File: src/rtl/adc_moving_average_rms_unit_defines.svh
// Assertion macros shared by the RTL of the moving-average and RMS unit.
// Expects a clock i_clk and an active-low reset i_rst_n in the including module.
`ifndef ADC_MOVING_AVERAGE_RMS_UNIT_DEFINES_SVH
`define ADC_MOVING_AVERAGE_RMS_UNIT_DEFINES_SVH

// Same-cycle implication, checked outside reset.
`define AMR_ASSERT_IMPL(label, ante, cons, msg) \
    label: assert property (@(posedge i_clk) disable iff (!i_rst_n) (ante) |-> (cons)) \
        else $error(msg);

// Next-cycle implication, checked outside reset.
`define AMR_ASSERT_NEXT(label, ante, cons, msg) \
    label: assert property (@(posedge i_clk) disable iff (!i_rst_n) (ante) |=> (cons)) \
        else $error(msg);

`endif

File: src/rtl/amr_pkg.sv
// Shared widths, constants and width helpers for the moving-average and RMS unit.
// No dependencies; every RTL module of the unit imports this package.
package amr_pkg;

    localparam int FV_W         = 9;     // filtered voltage, 0..300
    localparam int RMS_W        = 9;     // RMS voltage, 0..300
    localparam int SQ_W         = 17;    // square of a filtered voltage
    localparam int FULL_SCALE   = 300;   // hundredths of a volt at full scale
    localparam int MAX_SQ       = FULL_SCALE * FULL_SCALE;
    localparam int OUT_W        = ((FV_W + RMS_W + 7) / 8) * 8;

    localparam int DEF_TAPS     = 5;
    localparam int DEF_WINDOW   = 10;
    localparam int DEF_ADC_BITS = 8;

    localparam int FV_CNT_W     = $clog2(FV_W);
    localparam int RT_CNT_W     = $clog2(RMS_W);

    // Width of the running sum of squares over a window.
    function automatic int win_sum_width(input int window);
        return $clog2(window * MAX_SQ + 1);
    endfunction

    // Width of the saturating sample count.
    function automatic int count_width(input int window);
        return $clog2(window + 1);
    endfunction

endpackage

File: src/rtl/amr_filter.sv
// Sample delay line with running tap sum, bit-serial scaling divider and squarer.
// Depends on amr_pkg.
module amr_filter import amr_pkg::*; #(
    parameter int TAPS     = DEF_TAPS,
    parameter int ADC_BITS = DEF_ADC_BITS
) (
    input  logic                i_clk,
    input  logic                i_rst_n,
    input  logic                i_accept,
    input  logic [ADC_BITS-1:0] i_sample,
    output logic                o_done,
    output logic [FV_W-1:0]     o_filtered,
    output logic [SQ_W-1:0]     o_square
);

    localparam int ADC_MAX = (1 << ADC_BITS) - 1;
    localparam int DIVISOR = TAPS * ADC_MAX;
    localparam int TS_W    = $clog2(DIVISOR + 1);
    localparam int N_W     = $clog2(DIVISOR * FULL_SCALE + 1);
    localparam logic [N_W-1:0] DIV_TOP = N_W'(DIVISOR) << (FV_W - 1);

    logic [ADC_BITS-1:0] r_line [TAPS];
    logic [TS_W-1:0]     r_tap_sum;
    logic [TS_W-1:0]     n_tap_sum;
    logic [N_W-1:0]      r_rem;
    logic [N_W-1:0]      r_dsh;
    logic [FV_W-1:0]     r_q;
    logic [FV_CNT_W-1:0] r_cnt;
    logic [SQ_W-1:0]     r_square;
    logic                r_load;
    logic                r_run;
    logic                r_sq_go;
    logic                r_done;
    logic                w_ge;

    // The sum follows the line: add the new sample, drop the one leaving.
    assign n_tap_sum = r_tap_sum + TS_W'(i_sample) - TS_W'(r_line[0]);
    assign w_ge      = r_rem >= r_dsh;

    always_ff @(posedge i_clk) begin
        if (!i_rst_n) begin
            r_line    <= '{default: '0};
            r_tap_sum <= '0;
            r_load    <= 1'b0;
            r_run     <= 1'b0;
            r_sq_go   <= 1'b0;
            r_done    <= 1'b0;
        end else begin
            r_load  <= i_accept;
            r_sq_go <= r_run && (r_cnt == '0);
            r_done  <= r_sq_go;
            if (i_accept) begin
                for (int i = 0; i < TAPS - 1; i++) begin
                    r_line[i] <= r_line[i + 1];
                end
                r_line[TAPS-1] <= i_sample;
                r_tap_sum      <= n_tap_sum;
            end
            if (r_load) begin
                r_run <= 1'b1;
            end else if (r_run && (r_cnt == '0)) begin
                r_run <= 1'b0;
            end
        end
    end

    // Restoring division by a constant: the shifted divisor walks right one
    // place per cycle and one quotient bit is decided per cycle.
    always_ff @(posedge i_clk) begin
        if (r_load) begin
            r_rem <= N_W'(r_tap_sum) * N_W'(FULL_SCALE);
            r_dsh <= DIV_TOP;
            r_q   <= '0;
            r_cnt <= FV_CNT_W'(FV_W - 1);
        end else if (r_run) begin
            if (w_ge) begin
                r_rem <= r_rem - r_dsh;
            end
            r_q   <= {r_q[FV_W-2:0], w_ge};
            r_dsh <= r_dsh >> 1;
            r_cnt <= r_cnt - 1'b1;
        end
        if (r_sq_go) begin
            r_square <= SQ_W'(r_q) * SQ_W'(r_q);
        end
    end

    assign o_done     = r_done;
    assign o_filtered = r_q;
    assign o_square   = r_square;

endmodule

File: src/rtl/amr_window.sv
// Window of squared voltages with running sum and saturating sample count.
// Depends on amr_pkg.
module amr_window import amr_pkg::*; #(
    parameter int WINDOW = DEF_WINDOW
) (
    input  logic                              i_clk,
    input  logic                              i_rst_n,
    input  logic                              i_push,
    input  logic [SQ_W-1:0]                   i_square,
    output logic [win_sum_width(WINDOW)-1:0]  o_sum,
    output logic [count_width(WINDOW)-1:0]    o_count
);

    localparam int WS_W  = win_sum_width(WINDOW);
    localparam int CNT_W = count_width(WINDOW);

    logic [SQ_W-1:0]  r_win [WINDOW];
    logic [WS_W-1:0]  r_sum;
    logic [CNT_W-1:0] r_count;

    always_ff @(posedge i_clk) begin
        if (!i_rst_n) begin
            r_win   <= '{default: '0};
            r_sum   <= '0;
            r_count <= '0;
        end else if (i_push) begin
            for (int i = 0; i < WINDOW - 1; i++) begin
                r_win[i] <= r_win[i + 1];
            end
            r_win[WINDOW-1] <= i_square;
            r_sum <= r_sum + WS_W'(i_square) - WS_W'(r_win[0]);
            if (r_count != CNT_W'(WINDOW)) begin
                r_count <= r_count + 1'b1;
            end
        end
    end

    assign o_sum   = r_sum;
    assign o_count = r_count;

endmodule

File: src/rtl/amr_divider.sv
// Serial divider for the mean of squares, two quotient bits per cycle.
// Depends on amr_pkg.
module amr_divider import amr_pkg::*; #(
    parameter int WINDOW = DEF_WINDOW
) (
    input  logic                              i_clk,
    input  logic                              i_rst_n,
    input  logic                              i_start,
    input  logic [win_sum_width(WINDOW)-1:0]  i_dividend,
    input  logic [count_width(WINDOW)-1:0]    i_divisor,
    output logic                              o_done,
    output logic [SQ_W-1:0]                   o_quotient
);

    localparam int WS_W       = win_sum_width(WINDOW);
    localparam int CNT_W      = count_width(WINDOW);
    localparam int DIV_STEPS  = (WS_W + 1) / 2;
    localparam int DIV_W      = 2 * DIV_STEPS;
    localparam int STEP_CNT_W = $clog2(DIV_STEPS);

    logic [DIV_W-1:0]      r_num;
    logic [DIV_W-1:0]      n_num;
    logic [CNT_W-1:0]      r_rem;
    logic [CNT_W-1:0]      n_rem;
    logic [CNT_W-1:0]      r_den;
    logic [STEP_CNT_W-1:0] r_cnt;
    logic                  r_run;
    logic                  r_done;

    // The dividend leaves at the top of r_num while quotient bits enter at
    // the bottom; the remainder always stays below the divisor.
    always_comb begin
        logic [CNT_W:0] v_trial;
        logic           v_take;
        n_rem = r_rem;
        n_num = r_num;
        for (int k = 0; k < 2; k++) begin
            v_trial = {n_rem, n_num[DIV_W-1]};
            v_take  = v_trial >= {1'b0, r_den};
            n_rem   = v_take ? CNT_W'(v_trial - {1'b0, r_den}) : CNT_W'(v_trial);
            n_num   = {n_num[DIV_W-2:0], v_take};
        end
    end

    always_ff @(posedge i_clk) begin
        if (!i_rst_n) begin
            r_run  <= 1'b0;
            r_done <= 1'b0;
        end else begin
            r_done <= r_run && (r_cnt == '0);
            if (i_start) begin
                r_run <= 1'b1;
            end else if (r_run && (r_cnt == '0)) begin
                r_run <= 1'b0;
            end
        end
    end

    always_ff @(posedge i_clk) begin
        if (i_start) begin
            r_num <= DIV_W'(i_dividend);
            r_rem <= '0;
            r_den <= i_divisor;
            r_cnt <= STEP_CNT_W'(DIV_STEPS - 1);
        end else if (r_run) begin
            r_num <= n_num;
            r_rem <= n_rem;
            r_cnt <= r_cnt - 1'b1;
        end
    end

    assign o_done     = r_done;
    assign o_quotient = r_num[SQ_W-1:0];

endmodule

File: src/rtl/amr_sqrt.sv
// Digit-by-digit floor square root, one radicand bit pair per cycle.
// Depends on amr_pkg.
module amr_sqrt import amr_pkg::*; (
    input  logic             i_clk,
    input  logic             i_rst_n,
    input  logic             i_start,
    input  logic [SQ_W-1:0]  i_radicand,
    output logic             o_done,
    output logic [RMS_W-1:0] o_root
);

    localparam int RAD_W = 2 * RMS_W;
    localparam int REM_W = RMS_W + 2;

    logic [RAD_W-1:0]    r_rad;
    logic [REM_W-1:0]    r_rem;
    logic [REM_W-1:0]    n_rem;
    logic [RMS_W-1:0]    r_root;
    logic [RMS_W-1:0]    n_root;
    logic [RT_CNT_W-1:0] r_cnt;
    logic                r_run;
    logic                r_done;
    logic [REM_W-1:0]    w_part;
    logic [REM_W-1:0]    w_trial;
    logic                w_take;

    // The partial remainder never exceeds twice the partial root, so its top
    // two bits are free before the next bit pair is shifted in.
    assign w_part  = {r_rem[REM_W-3:0], r_rad[RAD_W-1 -: 2]};
    assign w_trial = {r_root, 2'b01};
    assign w_take  = w_part >= w_trial;
    assign n_rem   = w_take ? w_part - w_trial : w_part;
    assign n_root  = {r_root[RMS_W-2:0], w_take};

    always_ff @(posedge i_clk) begin
        if (!i_rst_n) begin
            r_run  <= 1'b0;
            r_done <= 1'b0;
        end else begin
            r_done <= r_run && (r_cnt == '0);
            if (i_start) begin
                r_run <= 1'b1;
            end else if (r_run && (r_cnt == '0)) begin
                r_run <= 1'b0;
            end
        end
    end

    always_ff @(posedge i_clk) begin
        if (i_start) begin
            r_rad  <= RAD_W'(i_radicand);
            r_rem  <= '0;
            r_root <= '0;
            r_cnt  <= RT_CNT_W'(RMS_W - 1);
        end else if (r_run) begin
            r_rad  <= r_rad << 2;
            r_rem  <= n_rem;
            r_root <= n_root;
            r_cnt  <= r_cnt - 1'b1;
        end
    end

    assign o_done = r_done;
    assign o_root = r_root;

endmodule

File: src/rtl/adc_moving_average_rms_unit.sv
// Moving-average filter with running RMS. Every ADC sample gives one result:
// the average of the last TAPS samples in hundredths of a volt (0..300 over a
// 3.00 V full scale, truncated) and the floor square root of the mean of the
// last up to WINDOW squared averages. The unit works on one sample at a time
// and does so through three serial units in turn: the scaling divider, the
// mean divider (two bits per cycle over the width of the window's sum of
// squares) and the square root, with registered hand-overs between them. A
// finished result waits in the output register, or in the root unit while that
// register is still full, and the next sample can be taken in the cycle after the
// result is loaded. Depends on amr_pkg and the macro header.
`include "adc_moving_average_rms_unit_defines.svh"

module adc_moving_average_rms_unit import amr_pkg::*; #(
    parameter int TAPS     = DEF_TAPS,
    parameter int WINDOW   = DEF_WINDOW,
    parameter int ADC_BITS = DEF_ADC_BITS
) (
    input  logic                                 i_clk,
    input  logic                                 i_rst_n,
    input  logic                                 s_axis_tvalid,
    output logic                                 s_axis_tready,
    input  logic [((ADC_BITS + 7) / 8) * 8-1:0]  s_axis_tdata,   // sample
    output logic                                 m_axis_tvalid,
    input  logic                                 m_axis_tready,
    output logic [OUT_W-1:0]                     m_axis_tdata    // filtered_voltage, rms_voltage
);

    localparam int WS_W  = win_sum_width(WINDOW);
    localparam int CNT_W = count_width(WINDOW);

    typedef enum logic [4:0] {
        ST_IDLE = 5'b00001,
        ST_FILT = 5'b00010,
        ST_MEAN = 5'b00100,
        ST_ROOT = 5'b01000,
        ST_HOLD = 5'b10000
    } t_state;

    t_state           r_state;
    t_state           n_state;
    logic             r_div_go;
    logic             r_out_valid;
    logic [FV_W-1:0]  r_out_filt;
    logic [RMS_W-1:0] r_out_rms;

    logic             w_accept;
    logic             w_slot_free;
    logic             w_load_out;
    logic             w_filt_done;
    logic             w_div_done;
    logic             w_root_done;
    logic [FV_W-1:0]  w_filtered;
    logic [SQ_W-1:0]  w_square;
    logic [WS_W-1:0]  w_win_sum;
    logic [CNT_W-1:0] w_count;
    logic [SQ_W-1:0]  w_mean;
    logic [RMS_W-1:0] w_root;

    assign s_axis_tready = (r_state == ST_IDLE);
    assign w_accept      = s_axis_tvalid && s_axis_tready;
    assign w_slot_free   = !r_out_valid || m_axis_tready;
    assign w_load_out    = ((r_state == ST_ROOT && w_root_done) || r_state == ST_HOLD)
                           && w_slot_free;

    amr_filter #(
        .TAPS     (TAPS),
        .ADC_BITS (ADC_BITS)
    ) u_filter (
        .i_clk      (i_clk),
        .i_rst_n    (i_rst_n),
        .i_accept   (w_accept),
        .i_sample   (s_axis_tdata[ADC_BITS-1:0]),
        .o_done     (w_filt_done),
        .o_filtered (w_filtered),
        .o_square   (w_square)
    );

    amr_window #(
        .WINDOW (WINDOW)
    ) u_window (
        .i_clk    (i_clk),
        .i_rst_n  (i_rst_n),
        .i_push   (w_filt_done),
        .i_square (w_square),
        .o_sum    (w_win_sum),
        .o_count  (w_count)
    );

    amr_divider #(
        .WINDOW (WINDOW)
    ) u_divider (
        .i_clk      (i_clk),
        .i_rst_n    (i_rst_n),
        .i_start    (r_div_go),
        .i_dividend (w_win_sum),
        .i_divisor  (w_count),
        .o_done     (w_div_done),
        .o_quotient (w_mean)
    );

    amr_sqrt u_sqrt (
        .i_clk      (i_clk),
        .i_rst_n    (i_rst_n),
        .i_start    (w_div_done),
        .i_radicand (w_mean),
        .o_done     (w_root_done),
        .o_root     (w_root)
    );

    always_comb begin
        n_state = r_state;
        case (r_state)
            ST_IDLE: begin
                if (w_accept) begin
                    n_state = ST_FILT;
                end
            end
            ST_FILT: begin
                if (w_filt_done) begin
                    n_state = ST_MEAN;
                end
            end
            ST_MEAN: begin
                if (w_div_done) begin
                    n_state = ST_ROOT;
                end
            end
            ST_ROOT: begin
                if (w_root_done) begin
                    n_state = w_slot_free ? ST_IDLE : ST_HOLD;
                end
            end
            ST_HOLD: begin
                if (w_slot_free) begin
                    n_state = ST_IDLE;
                end
            end
            default: begin
                n_state = ST_IDLE;
            end
        endcase
    end

    always_ff @(posedge i_clk) begin
        if (!i_rst_n) begin
            r_state     <= ST_IDLE;
            r_div_go    <= 1'b0;
            r_out_valid <= 1'b0;
        end else begin
            r_state <= n_state;
            // The window sum is registered on the push, so the divider starts the cycle after.
            r_div_go <= w_filt_done;
            if (w_load_out) begin
                r_out_valid <= 1'b1;
            end else if (m_axis_tready) begin
                r_out_valid <= 1'b0;
            end
        end
    end

    always_ff @(posedge i_clk) begin
        if (w_load_out) begin
            r_out_filt <= w_filtered;
            r_out_rms  <= w_root;
        end
    end

    assign m_axis_tvalid = r_out_valid;
    assign m_axis_tdata  = OUT_W'({r_out_rms, r_out_filt});

    `AMR_ASSERT_IMPL(a_filt_done_in_filt, w_filt_done, r_state == ST_FILT, "scaling done outside its phase")
    `AMR_ASSERT_IMPL(a_div_done_in_mean, w_div_done, r_state == ST_MEAN, "mean done outside its phase")
    `AMR_ASSERT_IMPL(a_root_done_in_root, w_root_done, r_state == ST_ROOT, "root done outside its phase")
    `AMR_ASSERT_NEXT(a_hold_release, r_state == ST_HOLD && w_slot_free, r_out_valid && r_state == ST_IDLE, "held result not delivered")

endmodule
File: config.mk
export PLATFORM = sky130hd
export DESIGN_NAME = adc_moving_average_rms_unit
export DESIGN_NICKNAME = d
export VERILOG_FILES = /design/src/rtl/amr_pkg.sv /design/src/rtl/amr_filter.sv /design/src/rtl/amr_window.sv /design/src/rtl/amr_divider.sv /design/src/rtl/amr_sqrt.sv /design/src/rtl/adc_moving_average_rms_unit.sv
export VERILOG_INCLUDE_DIRS = /design/src /design/src/rtl
export SDC_FILE = /design/constraint.sdc
export NUM_CORES = 1
export LEC_CHECK = 0
export BUFFER_PORTS_ARGS = -buffer_cell sky130_fd_sc_hd__clkbuf_2
export CAP_MARGIN = 20
export CELL_PAD_IN_SITES_DETAIL_PLACEMENT = 1
export CELL_PAD_IN_SITES_GLOBAL_PLACEMENT = 2
export CORE_MARGIN = 4
export CORE_UTILIZATION = 43
export CTS_BUF_LIST = sky130_fd_sc_hd__clkbuf_4
export DETAILED_ROUTE_END_ITERATION = 16
export GPL_TIMING_DRIVEN = 1
export PLACE_DENSITY_LB_ADDON = 0.1
export SYNTH_ARGS = -nofsm -noshare
export SYNTH_HDL_FRONTEND = slang
export SYNTH_SLANG_ARGS = --single-unit
File: constraint.sdc
create_clock -name i_clk -period 5.3 [get_ports i_clk]
set_input_delay 1.06 -clock i_clk [delete_from_list [all_inputs] [get_ports i_clk]]
set_output_delay 1.06 -clock i_clk [all_outputs]
set_load 0.005 [all_outputs]
==> results.toml <==
[die]
start_util = 0.438
die_h_um = 235
dieWidth_um = 235
die_area_um2 = 55100
io_pins = 38
rows = 82
coreArea_um2 = 50500

[sta]
finalHoldViolCount = 0
final_max_slew_viol_count = 0
fin_crit_sh = 0.917
setup_slack_ns = 0.442
fin_crit_ns = 4.86
fmax_mhz = 206
finalClockSkew_ns = 0.0607
tns_ns = 0
slew-limit-headroom = 0.279
worst_pin_slew_ns = 1.08
setup_viol = 0
rsz0062_at_grt = "no"

[worst_setup_path]
critPathArrivalTime_ns = 5.43
cp-start-kind = "flop"
worstSetupPathType = "flop to flop"
cp.required_ns = 5.87
path_max_fanout = 14
endpoint_kind = "flop"

[run_status]
status = "completed"

[clock_network]
cts_htree_levels = 3
clk_latency_ns = 0.87
cts.sinks = 407
cts_setup_buffers = 0
clk_pin_slew_ns = 0.06
cts_tree = "done"
cts_buffers = 114
cts_max_path_buffers = 3
root_buffer = "clkbuf_4"

[global_route]
grt_pass1_vias = 16899
overflow = 0
track_usage = 0.181
antenna_found_initial = 2
grt_max_degree = 148
grt_pass1_wl_um = 83800

[power]
power.density_nw_per_um2 = 412
power_leakage_nw = 10.1
irDropWorstVdd_v = 0.000306

[logic_synthesis]
synth_compound_area_frac = 0.0966
synth_edf_count = 92
synth_commonest_cells = "dfxtp_1, nor2_1, inv_1, mux2i_1, nand2_1"
synth_most_common_cell = "dfxtp_1"
synthSimpleGateAreaFrac = 0.131
syn_inst = 2299
ys.flop_type = "dfxtp_1"
muxShareOfSynthArea = 0.112
async_reset_ff_frac = 0
syn_area_um2 = 22100
synth_xor_area_frac = 0.0293
yosysSeqAreaShare = 0.410
ys_types = 74
synth_seq_cells = 407
synth_area_per_cell_um2 = 9.61
synthTopCellsByArea = "dfxtp_1, edfxtp_1, mux2i_1"
synth_top_family_by_area = "adder cells"
synth_top_area_share = 0.285
synth_fa_ha_area_frac = 0.154
yosys.area.top_type = "dfxtp_1"
ys_warn_count = 0

[finish]
syn_to_final_growth_pct = 10.2
multiInputGateArea_um2 = 11600
nets = 2602
drive_gt1_frac = 0.118
regArea_um2 = 9070
fillCellCount = 5827

[drt]
wire_per_inst_um = 15.9
first_pass_iters = 4
drtIter0Drc = 479
drc = 0
postRouteWirelength_um = 49800
vias_per_cell = 5.10
vias = 15949
ant_nets = 0

[place]
gp_congestion = 0.824
portBuffers = 31
place_ws_ns = 0.364
dp_hpwl_um = 35300

[hold_path]
min_path_type = "flop to flop"

[job]
max-cap-violations = 0
-- cells in the final DEF, fill, tap and decap left out, drive strengths merged, types with 35 or more instances in the layout --
cell and instances:
mux2i 207, fa 73, dfxtp 315, nor2 284, clkbuf 204, ha 156, a21oi 125, mux2 35
o21ai 43, inv 270, xnor2 53, nand2 167, edfxtp 92
-- sequential cells by signal, summed over array words and instances, names as in the netlist, 5 cells and up --
register	flops
r_out_filt	9
r_state	5
u_filter.r_rem	19
u_filter.o_square	16
u_sqrt.o_root	9
u_filter.o_filtered	9
u_sqrt.r_rad	18
u_filter.r_dsh	19
u_divider.r_num	20
u_window.r_win	160
u_filter.r_tap_sum	11
u_sqrt.r_rem	9
u_window.o_sum	20
u_filter.r_line	40
r_out_rms	9
-- critical path, cell delays in order (launching register included) --
cell and delay (ns):
dfxtp_1 0.64, inv_1 0.19, nor2_1 0.19, fa_1 0.48, fa_1 0.47, ha_1 0.29
inv_1 0.05, fa_1 0.59, inv_1 0.06, ha_1 0.28, a21o_1 0.17, a21oi_1 0.21
nand2b_1 0.17, a21oi_1 0.10, a41o_1 0.27, o41ai_1 0.30, xnor2_1 0.12
-- path summary, 6_finish.rpt --
check	endpoint	cells past startpoint	from	slack [ns]
worst max-delay path	u_filter.o_square[15]$_DFFE_PP_	16	u_filter.o_filtered[2]$_SDFFE_PP0P_	0.44
worst min-delay path	u_filter.r_line[39]$_SDFFE_PN0P_	2	u_filter.r_line[31]$_SDFFE_PN0P_	0.44
worst max register to register	u_filter.o_square[15]$_DFFE_PP_	16	u_filter.o_filtered[2]$_SDFFE_PP0P_	0.44
worst min register to register	u_filter.r_line[39]$_SDFFE_PN0P_	2	u_filter.r_line[31]$_SDFFE_PN0P_	0.44
-- layer usage --
layer  part of all wire  vias to the layer above  global-route usage
met4              0.025                        0              0.0605
met2               0.50                      163               0.320
met1               0.44                     7766               0.219
met3              0.032                       79              0.0403
met5                  0                        -                   0
li1                   -                     7941                   -
-- report_power, final --
| group | switching (mW) | leakage (nW) | total, mW | internal (mW) |
|---|---|---|---|---|
| Sequential | 0.222 | 3.42 | 3.71 | 3.49 |
| Combinational | 2.04 | 5.77 | 3.36 | 1.31 |
| Clock | 1.37 | 0.893 | 2.95 | 1.58 |
-- final cells by class --
| class | count | area share |
|---|---|---|
| Multi-Input combinational cell | 1521 | 0.476 |
| Sequential cell | 407 | 0.373 |
| Clock buffer | 173 | 0.0534 |
| Inverter | 269 | 0.0418 |
| Tap cell | 672 | 0.0345 |
| Timing Repair Buffer | 48 | 0.0124 |
| Clock inverter | 33 | 0.00817 |
| Antenna cell | 4 | 0.000411 |
-- stage by stage --
step / power (mW) / instance area, um^2 / instances / utilization / hold slack [ns]
after detailed placement: 7.19 / 22800 / 2916 / 0.452 / 0.447
final: 10.0 / 24300 / 3127 / 0.482 / 0.436
after global routing: 10.9 / 24300 / 3126 / 0.482 / 0.393
after CTS: 10.2 / 24300 / 3122 / 0.482 / 0.381
after floorplan: 6.35 / 22100 / 2304 / - / 0.406
after global placement: 7.08 / 22800 / 2915 / 0.452 / 0.437
-- cell families after synthesis --
| kind of cell | Yosys count |
|---|---|
| AND/OR/NAND/NOR | 640 |
| flip-flops | 407 |
| buffers and inverters | 376 |
| AO/OA/AOI/OAI | 330 |
| multiplexers | 242 |
| adder cells (fa/ha/maj) | 229 |
| XOR/XNOR | 74 |
| other | 1 |
-- repair_timing --
action | CTS | global route
endpoints found under the setup margin | 0 | 1
hold endpoints to repair | 0 | 0
hold buffers | 0 | 0
resized for setup | 0 | 1
Note: power is estimated with default switching activity, not from simulation.
